$ cat src/design/bhe_pkg.sv
`timescale 1ns / 1ps

package bhe_pkg;

  localparam logic [7:0] BSLASH = 8'h5C;
  localparam logic [7:0] COMMA  = 8'h2C;

  localparam logic       DIR_ENCODE = 1'b0;
  localparam logic       DIR_DECODE = 1'b1;
  localparam logic       ACT_DATA   = 1'b0;
  localparam logic       ACT_EOS    = 1'b1;

  // one result beat
  typedef struct packed {
    logic [7:0] out_byte;
    logic       byte_valid;
    logic       last_of_run;
    logic       bad_escape;
  } result_t;

  // all results of one input item, up to three
  typedef struct packed {
    logic [1:0] cnt;
    result_t    r0;
    result_t    r1;
    result_t    r2;
  } bundle_t;

  // emitter status toward the top level
  typedef struct packed {
    logic load_ok;
    logic pend_busy;
  } emit_stat_t;

endpackage

$ cat src/design/backslash_hex_escape_codec.sv
`timescale 1ns / 1ps
// channel   direction  beat contents
// s_*       in         s_tdata = data_byte, s_tuser = action
// m_*       out        m_tdata = out_byte, m_tuser = {bad_escape, byte_valid}, m_tlast
// cfg_*     in         cfg_data = direction
//
// an input beat is registered, then decoded combinationally into up to three result
// beats; the output register sends one beat per cycle while m_tready is high, and
// an escaped byte gives three result beats when encoding. the next item is taken
// only once the last item's leftover beats are in the output register. rst is
// synchronous and clears the direction to encode and the escape state. a stalled
// m_tready holds the output register and backs up via the input register to s_tready.

module backslash_hex_escape_codec
  import bhe_pkg::*;
(
  input  logic       clk,
  input  logic       rst,
  input  logic       s_tvalid,
  output logic       s_tready,
  input  logic [7:0] s_tdata,   // data_byte
  input  logic       s_tuser,   // action
  output logic       m_tvalid,
  input  logic       m_tready,
  output logic [7:0] m_tdata,   // out_byte
  output logic [1:0] m_tuser,   // byte_valid, bad_escape
  output logic       m_tlast,
  input  logic       cfg_valid,
  output logic       cfg_ready,
  input  logic       cfg_data
);

  logic       in_valid;
  logic       in_action;
  logic [7:0] in_data;
  logic       proc;
  bundle_t    bundle;
  emit_stat_t stat;

  assign proc      = in_valid && stat.load_ok;
  assign s_tready  = !in_valid || proc;
  assign cfg_ready = 1'b1;

  always_ff @(posedge clk) begin
    if (rst) begin
      in_valid <= 1'b0;
    end else if (s_tvalid && s_tready) begin
      in_valid <= 1'b1;
    end else if (proc) begin
      in_valid <= 1'b0;
    end
  end

  always_ff @(posedge clk) begin
    if (s_tvalid && s_tready) begin
      in_action <= s_tuser;
      in_data   <= s_tdata;
    end
  end

  bhe_core u_core (
    .clk       (clk),
    .rst       (rst),
    .cfg_we    (cfg_valid && cfg_ready),
    .cfg_dir   (cfg_data),
    .step      (proc),
    .action    (in_action),
    .data_byte (in_data),
    .bundle    (bundle)
  );

  bhe_emit u_emit (
    .clk      (clk),
    .rst      (rst),
    .load     (proc),
    .bundle   (bundle),
    .stat     (stat),
    .m_tvalid (m_tvalid),
    .m_tready (m_tready),
    .m_tdata  (m_tdata),
    .m_tuser  (m_tuser),
    .m_tlast  (m_tlast)
  );

`ifndef SYNTHESIS
  // leftover result beats always sit behind a valid output beat
  a_pend_has_out: assert property (@(posedge clk) disable iff (rst)
    stat.pend_busy |-> m_tvalid)
    else $error("pending results without a valid output beat");

  // a held input item is not dropped
  a_hold_input: assert property (@(posedge clk) disable iff (rst)
    in_valid && !s_tready |=> in_valid)
    else $error("stalled input item lost");

  // an accepted beat lands in the input register
  a_accept_lands: assert property (@(posedge clk) disable iff (rst)
    s_tvalid && s_tready |=> in_valid)
    else $error("accepted beat not registered");
`endif

endmodule

$ cat src/design/bhe_core.sv
`timescale 1ns / 1ps

module bhe_core
  import bhe_pkg::*;
(
  input  logic       clk,
  input  logic       rst,
  input  logic       cfg_we,
  input  logic       cfg_dir,
  input  logic       step,
  input  logic       action,
  input  logic [7:0] data_byte,
  output bundle_t    bundle
);

  typedef enum logic [1:0] {
    PH_IDLE  = 2'd0,
    PH_SLASH = 2'd1,
    PH_FIRST = 2'd2
  } phase_t;

  logic       direction;
  phase_t     escape_phase, escape_phase_next;
  logic [7:0] first_hex_char, first_hex_char_next;
  logic [7:0] nib_hi;

  function automatic logic is_plain(input logic [7:0] c);
    return (c >= "0" && c <= "9") || (c >= "A" && c <= "Z") ||
           (c >= "a" && c <= "z") || c == "." || c == "/" || c == "_";
  endfunction

  function automatic logic [7:0] hex_digit(input logic [3:0] v);
    return (v < 4'd10) ? (8'h30 + {4'd0, v}) : (8'd55 + {4'd0, v});
  endfunction

  // wraps mod 256 for non-hex characters
  function automatic logic [7:0] nibble_of(input logic [7:0] c);
    logic [7:0] u;
    u = c;
    if (c >= "0" && c <= "9") return c - 8'h30;
    if (c >= "a" && c <= "z") u = c - 8'd32;
    return u - 8'd55;
  endfunction

  function automatic result_t mk(input logic [7:0] b, input logic v,
                                 input logic l, input logic bad);
    result_t r;
    r.out_byte    = b;
    r.byte_valid  = v;
    r.last_of_run = l;
    r.bad_escape  = bad;
    return r;
  endfunction

  assign nib_hi = nibble_of(first_hex_char);

  always_comb begin
    bundle              = '0;
    escape_phase_next   = escape_phase;
    first_hex_char_next = first_hex_char;
    if (direction == DIR_ENCODE) begin
      if (action == ACT_EOS) begin
        bundle.cnt = 2'd1;
        bundle.r0  = mk(COMMA, 1'b1, 1'b1, 1'b0);
      end else if (is_plain(data_byte)) begin
        bundle.cnt = 2'd1;
        bundle.r0  = mk(data_byte, 1'b1, 1'b1, 1'b0);
      end else if (data_byte == BSLASH) begin
        bundle.cnt = 2'd2;
        bundle.r0  = mk(BSLASH, 1'b1, 1'b0, 1'b0);
        bundle.r1  = mk(BSLASH, 1'b1, 1'b1, 1'b0);
      end else begin
        bundle.cnt = 2'd3;
        bundle.r0  = mk(BSLASH, 1'b1, 1'b0, 1'b0);
        bundle.r1  = mk(hex_digit(data_byte[7:4]), 1'b1, 1'b0, 1'b0);
        bundle.r2  = mk(hex_digit(data_byte[3:0]), 1'b1, 1'b1, 1'b0);
      end
    end else if (action == ACT_EOS) begin
      bundle.cnt = 2'd1;
      bundle.r0  = mk(8'h00, 1'b0, 1'b1,
                      escape_phase == PH_SLASH || escape_phase == PH_FIRST);
      escape_phase_next   = PH_IDLE;
      first_hex_char_next = 8'h00;
    end else begin
      case (escape_phase)
        PH_SLASH: begin
          if (data_byte == BSLASH) begin
            bundle.cnt        = 2'd1;
            bundle.r0         = mk(BSLASH, 1'b1, 1'b1, 1'b0);
            escape_phase_next = PH_IDLE;
          end else begin
            first_hex_char_next = data_byte;
            escape_phase_next   = PH_FIRST;
          end
        end
        PH_FIRST: begin
          bundle.cnt = 2'd1;
          bundle.r0  = mk({nib_hi[3:0], 4'h0} + nibble_of(data_byte),
                          1'b1, 1'b1, 1'b0);
          escape_phase_next   = PH_IDLE;
          first_hex_char_next = 8'h00;
        end
        default: begin
          if (data_byte == BSLASH) begin
            escape_phase_next = PH_SLASH;
          end else begin
            bundle.cnt        = 2'd1;
            bundle.r0         = mk(data_byte, 1'b1, 1'b1, 1'b0);
            escape_phase_next = PH_IDLE;
          end
        end
      endcase
    end
  end

  always_ff @(posedge clk) begin
    if (rst) begin
      direction      <= DIR_ENCODE;
      escape_phase   <= PH_IDLE;
      first_hex_char <= 8'h00;
    end else if (cfg_we) begin
      direction      <= cfg_dir;
      escape_phase   <= PH_IDLE;
      first_hex_char <= 8'h00;
    end else if (step) begin
      escape_phase   <= escape_phase_next;
      first_hex_char <= first_hex_char_next;
    end
  end

endmodule

$ cat src/design/bhe_emit.sv
`timescale 1ns / 1ps

module bhe_emit
  import bhe_pkg::*;
(
  input  logic       clk,
  input  logic       rst,
  input  logic       load,
  input  bundle_t    bundle,
  output emit_stat_t stat,
  output logic       m_tvalid,
  input  logic       m_tready,
  output logic [7:0] m_tdata,
  output logic [1:0] m_tuser,
  output logic       m_tlast
);

  result_t    out_r;
  result_t    rem0, rem1;
  logic [1:0] rem_cnt;
  logic       slot_free;

  assign slot_free      = !m_tvalid || m_tready;
  assign stat.load_ok   = slot_free && (rem_cnt == 2'd0);
  assign stat.pend_busy = (rem_cnt != 2'd0);

  always_ff @(posedge clk) begin
    if (rst) begin
      m_tvalid <= 1'b0;
      rem_cnt  <= 2'd0;
    end else if (slot_free) begin
      if (rem_cnt != 2'd0) begin
        m_tvalid <= 1'b1;
        rem_cnt  <= rem_cnt - 2'd1;
      end else if (load && bundle.cnt != 2'd0) begin
        m_tvalid <= 1'b1;
        rem_cnt  <= bundle.cnt - 2'd1;
      end else begin
        m_tvalid <= 1'b0;
      end
    end
  end

  // payload: drain leftovers first, then take a fresh bundle
  always_ff @(posedge clk) begin
    if (slot_free) begin
      if (rem_cnt != 2'd0) begin
        out_r <= rem0;
        rem0  <= rem1;
      end else if (load) begin
        out_r <= bundle.r0;
        rem0  <= bundle.r1;
        rem1  <= bundle.r2;
      end
    end
  end

  assign m_tdata = out_r.out_byte;
  assign m_tuser = {out_r.bad_escape, out_r.byte_valid};
  assign m_tlast = out_r.last_of_run;

endmodule
$ cat config.mk
export PLATFORM = sky130hd
export DESIGN_NAME = backslash_hex_escape_codec
export DESIGN_NICKNAME = d
export VERILOG_FILES = /design/src/design/bhe_pkg.sv /design/src/design/backslash_hex_escape_codec.sv /design/src/design/bhe_core.sv /design/src/design/bhe_emit.sv
export SDC_FILE = /design/constraint.sdc
export NUM_CORES = 1
export LEC_CHECK = 0
export BUFFER_PORTS_ARGS = -buffer_cell sky130_fd_sc_hd__buf_2
export CAP_MARGIN = 0
export CORE_ASPECT_RATIO = 0.6
export CORE_MARGIN = 8
export CORE_UTILIZATION = 40
export CTS_CLUSTER_SIZE = 24
export DETAILED_ROUTE_END_ITERATION = 12
export GPL_TIMING_DRIVEN = 0
export SYNTH_ARGS = -nofsm -noshare
export SYNTH_HDL_FRONTEND = slang
export SYNTH_SLANG_ARGS = --single-unit
$ cat constraint.sdc
create_clock -name clk -period 4.4 [get_ports clk]
set_input_delay 0.44 -clock clk [delete_from_list [all_inputs] [get_ports clk]]
set_output_delay 0.44 -clock clk [all_outputs]
set_load 0.01 [all_outputs]
==> flow_summary.toml, run 1 <==
[status]
status = "finished clean"

[synth]
yosysSeqAreaShare = 0.414
synth.distinct_cells = 63
synthCells = 373
ys_top_cells_by_area = "edfxtp_1 33%, ha_1 9.2%, dfxtp_1 8.8%"
yosysTopAreaCellShare = 0.326
synth_common_cells = "50 x nand2_1, 37 x edfxtp_1, 35 x a21oi_1"
synth.avg_cell_area_um2 = 9.14
syn_nets = 414
synth_ff_type = "edfxtp_1"
synthArstFlopShare = 0
yosys.area.top_type = "edfxtp_1"
synth-edff-count = 37
ys_ff_latch = 52
synth_warnings = 0
synth_area_um2 = 3410
yosysMostFrequentCell = "nand2_1"

[cts]
worstSkewPairLatency_ns = 0.30
cts_root_buffer = "clkbuf_16"
clock-sinks = 52
path_clk_slew_ns = 0.06
cts_inserted_buffers = 5
cts_buffer_depth = 2
cts_tree = "built"
cts.htree.levels = 2
cts_hold_buf = 0

[floorplan]
io_pins = 29
die_h_um = 87.5
die_area_um2 = 11800
core_region_area_um2 = 8390
rows = 26
dieWidth_um = 135
start_util = 0.406

[global_route]
first_global_vias = 2799
antenna_found_initial = 0
track_usage = 0.163
grt_max_degree = 21
grt_pass1_wl_mm = 14.9
gr-total-overflow = 0

[power]
leakage_uw = 0.00147
power_density_nw_per_um2 = 306
max-vdd-ir-drop_mv = 0.143
total_power_uw = 1180

[route]
ant_nets = 0
routed_wl_mm = 9.21
drc_errors = 0
dr_total_vias = 2944
dr.first_iter.drc_count = 295
routedWlPerCell_um = 17.7
firstDrtPassIters = 5
post_drt_via_cell_ratio = 5.65

[finish]
area_growth_pct = 13.2
utilization = 0.460
drive_gt1_frac = 0.154
nets = 449
antenna_cells = 0

[sta]
slew_headroom = 0.386
post-route-min-period_ns = 4.10
slew_violations = 0
clock.fmax_mhz = 244
hold_viol_final = 0
fin_crit_sh = 0.932
finalSetupViolations = 0
grt_setup_unrepaired = "no"
skew_ns = 0.00460
hold_ws_ns = 0.310
worstMarginPinSlew_ns = 0.921

[setup_path]
crit_arrival_ns = 4.15
crit_end = "u_emit.m_tdata[7]"
required_ns = 4.45
critical-path-slowest-cell = "or4b_4"
reg2reg_depth = 17
startpoint = "in_data[0]"
crit_path_frequent_cell = "xnor2_1"
worst-setup-path-type = "reg2reg"
crit_fanout = 9
worst_setup_path_start_kind = "flop"
timing.rr.end = "u_emit.m_tdata[7]"
crit_path_max_incr_delay_ns = 0.49
worstReg2RegStart = "in_data[0]"
path_cells = "clkbuf_4 -> inv_2 -> ha_2 -> or4b_4 -> o211ai_2 -> nor2_1 -> xnor2_1 -> xnor2_1 -> a21oi_2 -> ha_1 -> a21o_1 -> a21oi_1 -> xnor2_1 -> xor3_1 -> nand2_1 -> a21oi_1 -> mux2_2"
rrSetupSlack_ns = 0.30
crit_path_end_kind = "flop"

[worst_hold_path]
hp-class = "in2reg"

[place]
dp_hpwl_mm = 6.90
port_buffers = 27
gp_congestion = 0.868

[flow_run]
maxCapViolations = 0
worst min path at each step:
stage | startpoint | to | slack (ns) | depth (start not counted)
final | s_tdata[3] | in_data[3] | 0.31 | 1
after global routing | s_tdata[0] | in_data[0] | 0.30 | 1
after CTS | s_tdata[3] | in_data[3] | 0.31 | 1
after detailed placement | u_core.first_hex_char[4] | u_core.first_hex_char[4] | 0.45 | 2
after global placement | u_core.first_hex_char[4] | u_core.first_hex_char[4] | 0.44 | 2
after floorplan | u_core.first_hex_char[5] | u_core.first_hex_char[5] | 0.43 | 2
timing repair:
action                                 in CTS  in global routing
gates resized for setup                     5                  7
setup endpoints to repair                   1                  2
endpoints found under the hold margin       0                  0
pin swaps                                   0                  3
setup buffers                               1                  1
where the power goes:
| group | leakage [µW] | internal [µW] | switching [µW] |
|---|---|---|---|
| Clock | 0.0000716 | 225 | 174 |
| Combinational | 0.000926 | 77.9 | 131 |
| Sequential | 0.000474 | 560 | 14.6 |
layout by cell type, fill, tap and decap left out, types with 4 or more instances in the layout:
master     count
o31ai_1        4
a21oi_1       34
o211ai_1       4
ha_1          24
buf_2         28
dfxtp_1       15
clkbuf_16      5
a31oi_1        4
edfxtp_1      37
buf_4          4
and3_1         4
nor2b_1        4
or2_2          5
o21ai_0       27
nand2_1       50
nor3_1         7
inv_1         14
clkbuf_1      13
nand3_1       15
nand2b_1       5
nor2_1        26
xnor2_1       10
critical path: cells and delay by family, from the launching register on:
family          cells  cell delay [ns]
mux                 1             0.28
fa+ha+maj           2             0.47
xor+xnor            4             0.85
flops               1             0.43
simple gates        3             0.68
buf+inv             2             0.35
compound gates      5             0.78
sequential cells by signal, indices dropped and copies added (netlist names):
name	count
in_action	1
in_data	8
in_valid	1
u_core.direction	1
u_core.escape_phase	2
u_core.first_hex_char	8
u_emit.m_tdata	8
u_emit.m_tlast	1
u_emit.m_tuser	2
u_emit.m_tvalid	1
u_emit.rem0	9
u_emit.rem1	8
u_emit.rem_cnt	2
cell type report:
| cell class | count | area [µm²] |
|---|---|---|
| inverters | 17 | 67.6 |
| clock buffers | 7 | 143 |
| multi-input cells | 282 | 1840 |
| plain buffers | 21 | 104 |
| fillers | 841 | 4530 |
| well taps | 112 | 140 |
| flip-flops and latches | 52 | 1410 |
| repair buffers | 29 | 150 |
| clock inverters | 1 | 3.75 |
metal layers:
metal  GRT usage  share of wire
met1       0.239           0.51
met4      0.0240         0.0071
met2       0.225           0.40
met3      0.0582          0.085
met5           0              0
cells by family after synthesis:
logic type | Yosys count | synth area share
other cells | 1 | 0.00110
buf+inv | 39 | 0.0477
fa+ha+maj | 26 | 0.0976
mux | 6 | 0.0187
flops | 52 | 0.414
xor+xnor | 14 | 0.0404
simple gates | 135 | 0.196
compound gates | 100 | 0.185
through the flow:
| step | worst slack (ns) | instances | area, µm² | TNS [ns] |
|---|---|---|---|---|
| floorplan | 0.350 | 373 | 3410 | 0 |
| global placement | -0.312 | 512 | 3680 | -0.312 |
| detailed placement | -0.425 | 512 | 3680 | -0.425 |
| CTS | 0.0137 | 520 | 3840 | 0 |
| global route | 0.0844 | 521 | 3860 | 0 |
| finish | 0.298 | 521 | 3860 | 0 |
No activity file was read; power rests on OpenSTA's default activity.
==> run 2: changes to the inputs <==
--- a/config.mk
+++ b/config.mk
@@ -10,6 +10,7 @@
 export CORE_ASPECT_RATIO = 0.6
 export CORE_MARGIN = 8
 export CORE_UTILIZATION = 40
+export CTS_BUF_LIST = sky130_fd_sc_hd__clkbuf_4 sky130_fd_sc_hd__clkbuf_8 sky130_fd_sc_hd__clkbuf_16
 export CTS_CLUSTER_SIZE = 24
 export DETAILED_ROUTE_END_ITERATION = 12
 export GPL_TIMING_DRIVEN = 0
==> flow_summary.toml, run 2 (synthesized netlist as in run 1, its figures left out) <==
[finish]
final_cell_mix = "50 x nand2_1, 37 x edfxtp_1, 34 x a21oi_1"
regMostFlops = "u_emit.rem0"
utilization = 0.460
area_growth_pct = 13.4
drive_gt1_frac = 0.156
final_common_cell = "nand2_1"
nets = 449
antenna_cells = 0
final_cells = 521
largest_reg_flops = 9

[setup_path]
crit_path_frequent_cell = "xnor2_1"
critical-path-slowest-cell = "or4b_4"
crit_fanout = 9
crit_path_max_incr_delay_ns = 0.49
path_cells = "clkbuf_4 -> inv_2 -> ha_2 -> or4b_4 -> o211ai_2 -> nor2_1 -> xnor2_1 -> xnor2_1 -> a21oi_2 -> ha_1 -> a21o_1 -> a21oi_1 -> xnor2_1 -> xor3_1 -> nand2_1 -> a21oi_1 -> mux2_2"
crit_path_end_kind = "flop"
required_ns = 4.45
worst-setup-path-type = "reg2reg"
crit_arrival_ns = 4.15
worst_setup_path_start_kind = "flop"

[route]
ant_nets = 0
firstDrtPassIters = 5
routedWlPerCell_um = 17.7
drc_errors = 0
dr.first_iter.drc_count = 295
post_drt_via_cell_ratio = 5.66
dr_total_vias = 2947
routed_wl_mm = 9.22

[sta]
fin_crit_sh = 0.932
finalSetupViolations = 0
post-route-min-period_ns = 4.10
slew_violations = 0
setup_slack_ns = 0.297
slew_headroom = 0.392
worstMarginPinSlew_ns = 0.912
fin_tns_setup_ns = 0
clock.fmax_mhz = 244
skew_ns = 0.00468
hold_viol_final = 0
grt_setup_unrepaired = "no"

[cts]
cts_buffer_depth = 2
cts_inserted_buffers = 5
cts_tree = "built"
cts_hold_buf = 0
path_clk_slew_ns = 0.06
clock-sinks = 52
cts.htree.levels = 2
cts_root_buffer = "clkbuf_16"
worstSkewPairLatency_ns = 0.30

[global_route]
gr-total-overflow = 0
grt_max_degree = 21
track_usage = 0.163
antenna_found_initial = 0
grt_pass1_wl_mm = 14.9
first_global_vias = 2799

[floorplan]
rows = 26
start_util = 0.406
core_region_area_um2 = 8390
io_pins = 29
dieWidth_um = 135
die_h_um = 87.5
die_area_um2 = 11800

[flow_run]
maxCapViolations = 0

[power]
power_density_nw_per_um2 = 307
leakage_uw = 0.00148
max-vdd-ir-drop_mv = 0.143
total_power_uw = 1190

[place]
port_buffers = 27
gp_congestion = 0.868
place_ws_ns = -0.425
dp_hpwl_mm = 6.90
dp_cells = 512

[worst_hold_path]
hp-class = "in2reg"

[status]
status = "finished clean"
## run 2: worst paths after layout
kind,start,endpoint,slack (ns),cells after the start
worst max-delay path,in_data[0],u_emit.m_tdata[7],0.30,17
worst min-delay path,s_tdata[3],in_data[3],0.31,1
worst max register to register,in_data[0],u_emit.m_tdata[7],0.30,17
worst min register to register,u_core.first_hex_char[4],u_core.first_hex_char[4],0.46,2
## run 2: layer usage
layer | global-route usage | wire length, µm
met1 | 0.239 | 4660
met2 | 0.225 | 3700
met3 | 0.0582 | 789
met4 | 0.0240 | 65
met5 | 0 | 0
## run 2: worst max-delay path: cells and delay by family, from the launching register on
| family | cells | cell delay (ns) |
|---|---|---|
| DFF | 1 | 0.43 |
| and+or+nand+nor | 3 | 0.68 |
| muxes | 1 | 0.28 |
| AOI/OAI and AO/OA | 5 | 0.78 |
| buffers and inverters | 2 | 0.35 |
| xor gates and xnor gates | 4 | 0.85 |
| adders and majority gates | 2 | 0.47 |
## run 2: power breakdown
part / leakage, µW / switching [µW] / internal, µW
registers: 0.000474 / 14.6 / 560
logic: 0.000926 / 131 / 77.9
clock network: 0.0000750 / 174 / 231
## run 2: metrics by stage
stage / instance area, µm² / hold slack (ns)
after floorplan: 3410 / 0.432
after global placement: 3680 / 0.442
after detailed placement: 3680 / 0.448
after CTS: 3850 / 0.310
after global routing: 3860 / 0.301
final: 3860 / 0.310
## run 2: what timing repair did
action	4_1_cts	5_1_grt
setup endpoints to repair	1	2
resized for setup	5	7
setup buffers	1	1
gates cloned	0	0
pin swaps	0	3
## run 2: layout make-up
type	instances	area [µm²]
Multi-Input combinational cell	282	1840
Inverter	17	67.6
Tap cell	112	140
Timing Repair Buffer	29	150
Fill cell	839	4530
Clock inverter	1	3.75
Clock buffer	7	146
Buffer	21	104
Sequential cell	52	1410
==> run 3: changes to the inputs <==
--- a/config.mk
+++ b/config.mk
@@ -16,4 +16,5 @@
 export GPL_TIMING_DRIVEN = 0
 export SYNTH_ARGS = -nofsm -noshare
 export SYNTH_HDL_FRONTEND = slang
+export SYNTH_HIERARCHICAL = 1
 export SYNTH_SLANG_ARGS = --single-unit
==> flow_summary.toml, run 3 <==
[status]
status = "finished clean"

[cts]
cts_inserted_buffers = 9
worstSkewPairLatency_ns = 0.33
cts.htree.levels = 3
cts_tree = "built"
cts_hold_buf = 0
cts_root_buffer = "clkbuf_16"
cts_buffer_depth = 2
path_clk_slew_ns = 0.05
clock-sinks = 57

[synth]
synth_warnings = 6
synth_area_um2 = 3740
synth_common_cells = "44 x a21oi_1, 42 x edfxtp_1, 33 x nand2_1"
yosysMostFrequentCell = "a21oi_1"
yosysTopAreaCellShare = 0.337
synthCells = 383
synth.avg_cell_area_um2 = 9.77
ys_ff_latch = 57
synthArstFlopShare = 0
ys_top_cells_by_area = "edfxtp_1 34%, dfxtp_1 8.0%, ha_1 8.0%"
yosysSeqAreaShare = 0.417
synth-edff-count = 42
synth.distinct_cells = 65
synth_ff_type = "edfxtp_1"
yosys.area.top_type = "edfxtp_1"

[power]
max-vdd-ir-drop_mv = 0.215
leakage_uw = 0.00171
power_density_nw_per_um2 = 350

[sta]
slew_violations = 0
finalSetupViolations = 0
grt_setup_unrepaired = "no"
setup_slack_ns = 0.150
hold_viol_final = 0
post-route-min-period_ns = 4.25
slew_headroom = 0.383
clock.fmax_mhz = 235
worstMarginPinSlew_ns = 0.924
fin_crit_sh = 0.966
skew_ns = 0.00472

[setup_path]
required_ns = 4.60
crit_fanout = 8
worst_setup_path_start_kind = "flop"
reg2reg_depth = 16
worst-setup-path-type = "reg2reg"
crit_path_end_kind = "flop"
crit_arrival_ns = 4.45

[floorplan]
rows = 27
dieWidth_um = 141
die_area_um2 = 12800
io_pins = 29
die_h_um = 90.9
start_util = 0.410
core_region_area_um2 = 9120

[route]
dr.first_iter.drc_count = 257
drc_errors = 0
ant_nets = 0
routedWlPerCell_um = 17.1
firstDrtPassIters = 5
routed_wl_mm = 9.38
dr_total_vias = 2992
post_drt_via_cell_ratio = 5.45

[global_route]
antenna_found_initial = 0
grt_pass1_wl_mm = 14.9
grt_max_degree = 18
first_global_vias = 2835
gr-total-overflow = 0
track_usage = 0.149

[worst_hold_path]
hp-class = "in2reg"
min_delay_path_depth = 1

[place]
dp_cells = 530
gp_congestion = 0.917
dp_hpwl_mm = 6.95
port_buffers = 27
place_ws_ns = -0.311

[finish]
nets = 468
final_cell_mix = "43 x a21oi_1, 42 x edfxtp_1, 33 x nand2_1"
top_regs = "u_emit/rem0 x11, u_emit/rem1 x11"
final_common_cell = "a21oi_1"
num-fill-cells = 855
final_cells = 549
antenna_cells = 0
area_growth_pct = 19.3
drive_gt1_frac = 0.259
utilization = 0.490

[flow_run]
maxCapViolations = 0
## run 3: changes by cell type after synthesis, sizes merged, moves of 5 or more
cell | previous run | this run
a21oi | 35 | 45
buf | 6 | 13
edfxtp | 37 | 42
nand2 | 51 | 34
o211ai | 5 | 0
a21o | 1 | 6
o21ai | 27 | 13
mux2 | 3 | 24
nor2 | 26 | 33
## run 3: critical path, cell delays in order, from the launching register on
cell and delay, ns:
edfxtp_1 0.42, clkbuf_8 0.20, inv_4 0.09, ha_4 0.14, or4b_4 0.47, a21o_4 0.26, nand2_4 0.09, mux2_1 0.34
a311oi_2 0.28, nor2_1 0.07, ha_1 0.37, a21oi_2 0.15, xor2_1 0.23, xnor2_2 0.11, or4_1 0.53, a31oi_2 0.20
mux2_2 0.17
## run 3: area by class of cell
type / count / area (µm²) / area share
buffer: 28 / 184 / 0.0412
clock buffer: 9 / 225 / 0.0504
clock inverter: 7 / 78.8 / 0.0177
inverter: 18 / 72.6 / 0.0163
multi-input combinational: 283 / 2010 / 0.451
sequential: 57 / 1560 / 0.350
tap: 116 / 145 / 0.0325
timing repair buffer: 31 / 185 / 0.0415
## run 3: per-stage QoR
step | hold slack, ns | setup TNS, ns | power, µW | cell area, µm²
after global placement | 0.442 | -0.292 | 846 | 4030
after detailed placement | 0.444 | -0.311 | 854 | 4060
after floorplan | 0.432 | 0 | 786 | 3750
after CTS | 0.271 | 0 | 1570 | 4400
final | 0.280 | 0 | 1570 | 4470
after global routing | 0.267 | 0 | 1620 | 4470
## run 3: cell families after synthesis
kind of cell,Yosys count,share of synthesized area
AND/OR/NAND/NOR,127,0.178
AO/OA/AOI/OAI,91,0.157
XOR/XNOR,9,0.0211
flip-flops,57,0.417
other,2,0.00201
adder cells (fa/ha/maj),25,0.0856
multiplexers,26,0.0776
buffers and inverters,46,0.0615
## run 3: report_power, final
group          total (µW)  switching (µW)  internal (µW)
logic                 228             132           96.1
registers             630            14.5            615
clock network         707             266            441
total                1570             413           1150
## run 3: metal layers
metal | part of all wire | track usage
met5 | 0 | 0
met4 | 0.014 | 0.0543
met3 | 0.070 | 0.0496
met2 | 0.38 | 0.184
met1 | 0.54 | 0.226
## run 3: worst paths after layout
| check | start | to | slack, ns |
|---|---|---|---|
| max | in_data[0] | u_emit/m_tdata[7] | 0.15 |
| min reg2reg | u_core/first_hex_char[4] | u_core/first_hex_char[4] | 0.45 |
| max reg2reg | in_data[0] | u_emit/m_tdata[7] | 0.15 |
| min | s_tdata[5] | in_data[5] | 0.28 |
## run 3: what timing repair did
action / 4_1_cts / 5_1_grt
pin swaps: 0 / 3
endpoints found under the setup margin: 1 / 1
gates resized for setup: 9 / 9
buffers inserted: 0 / 3
cloned: 0 / 0
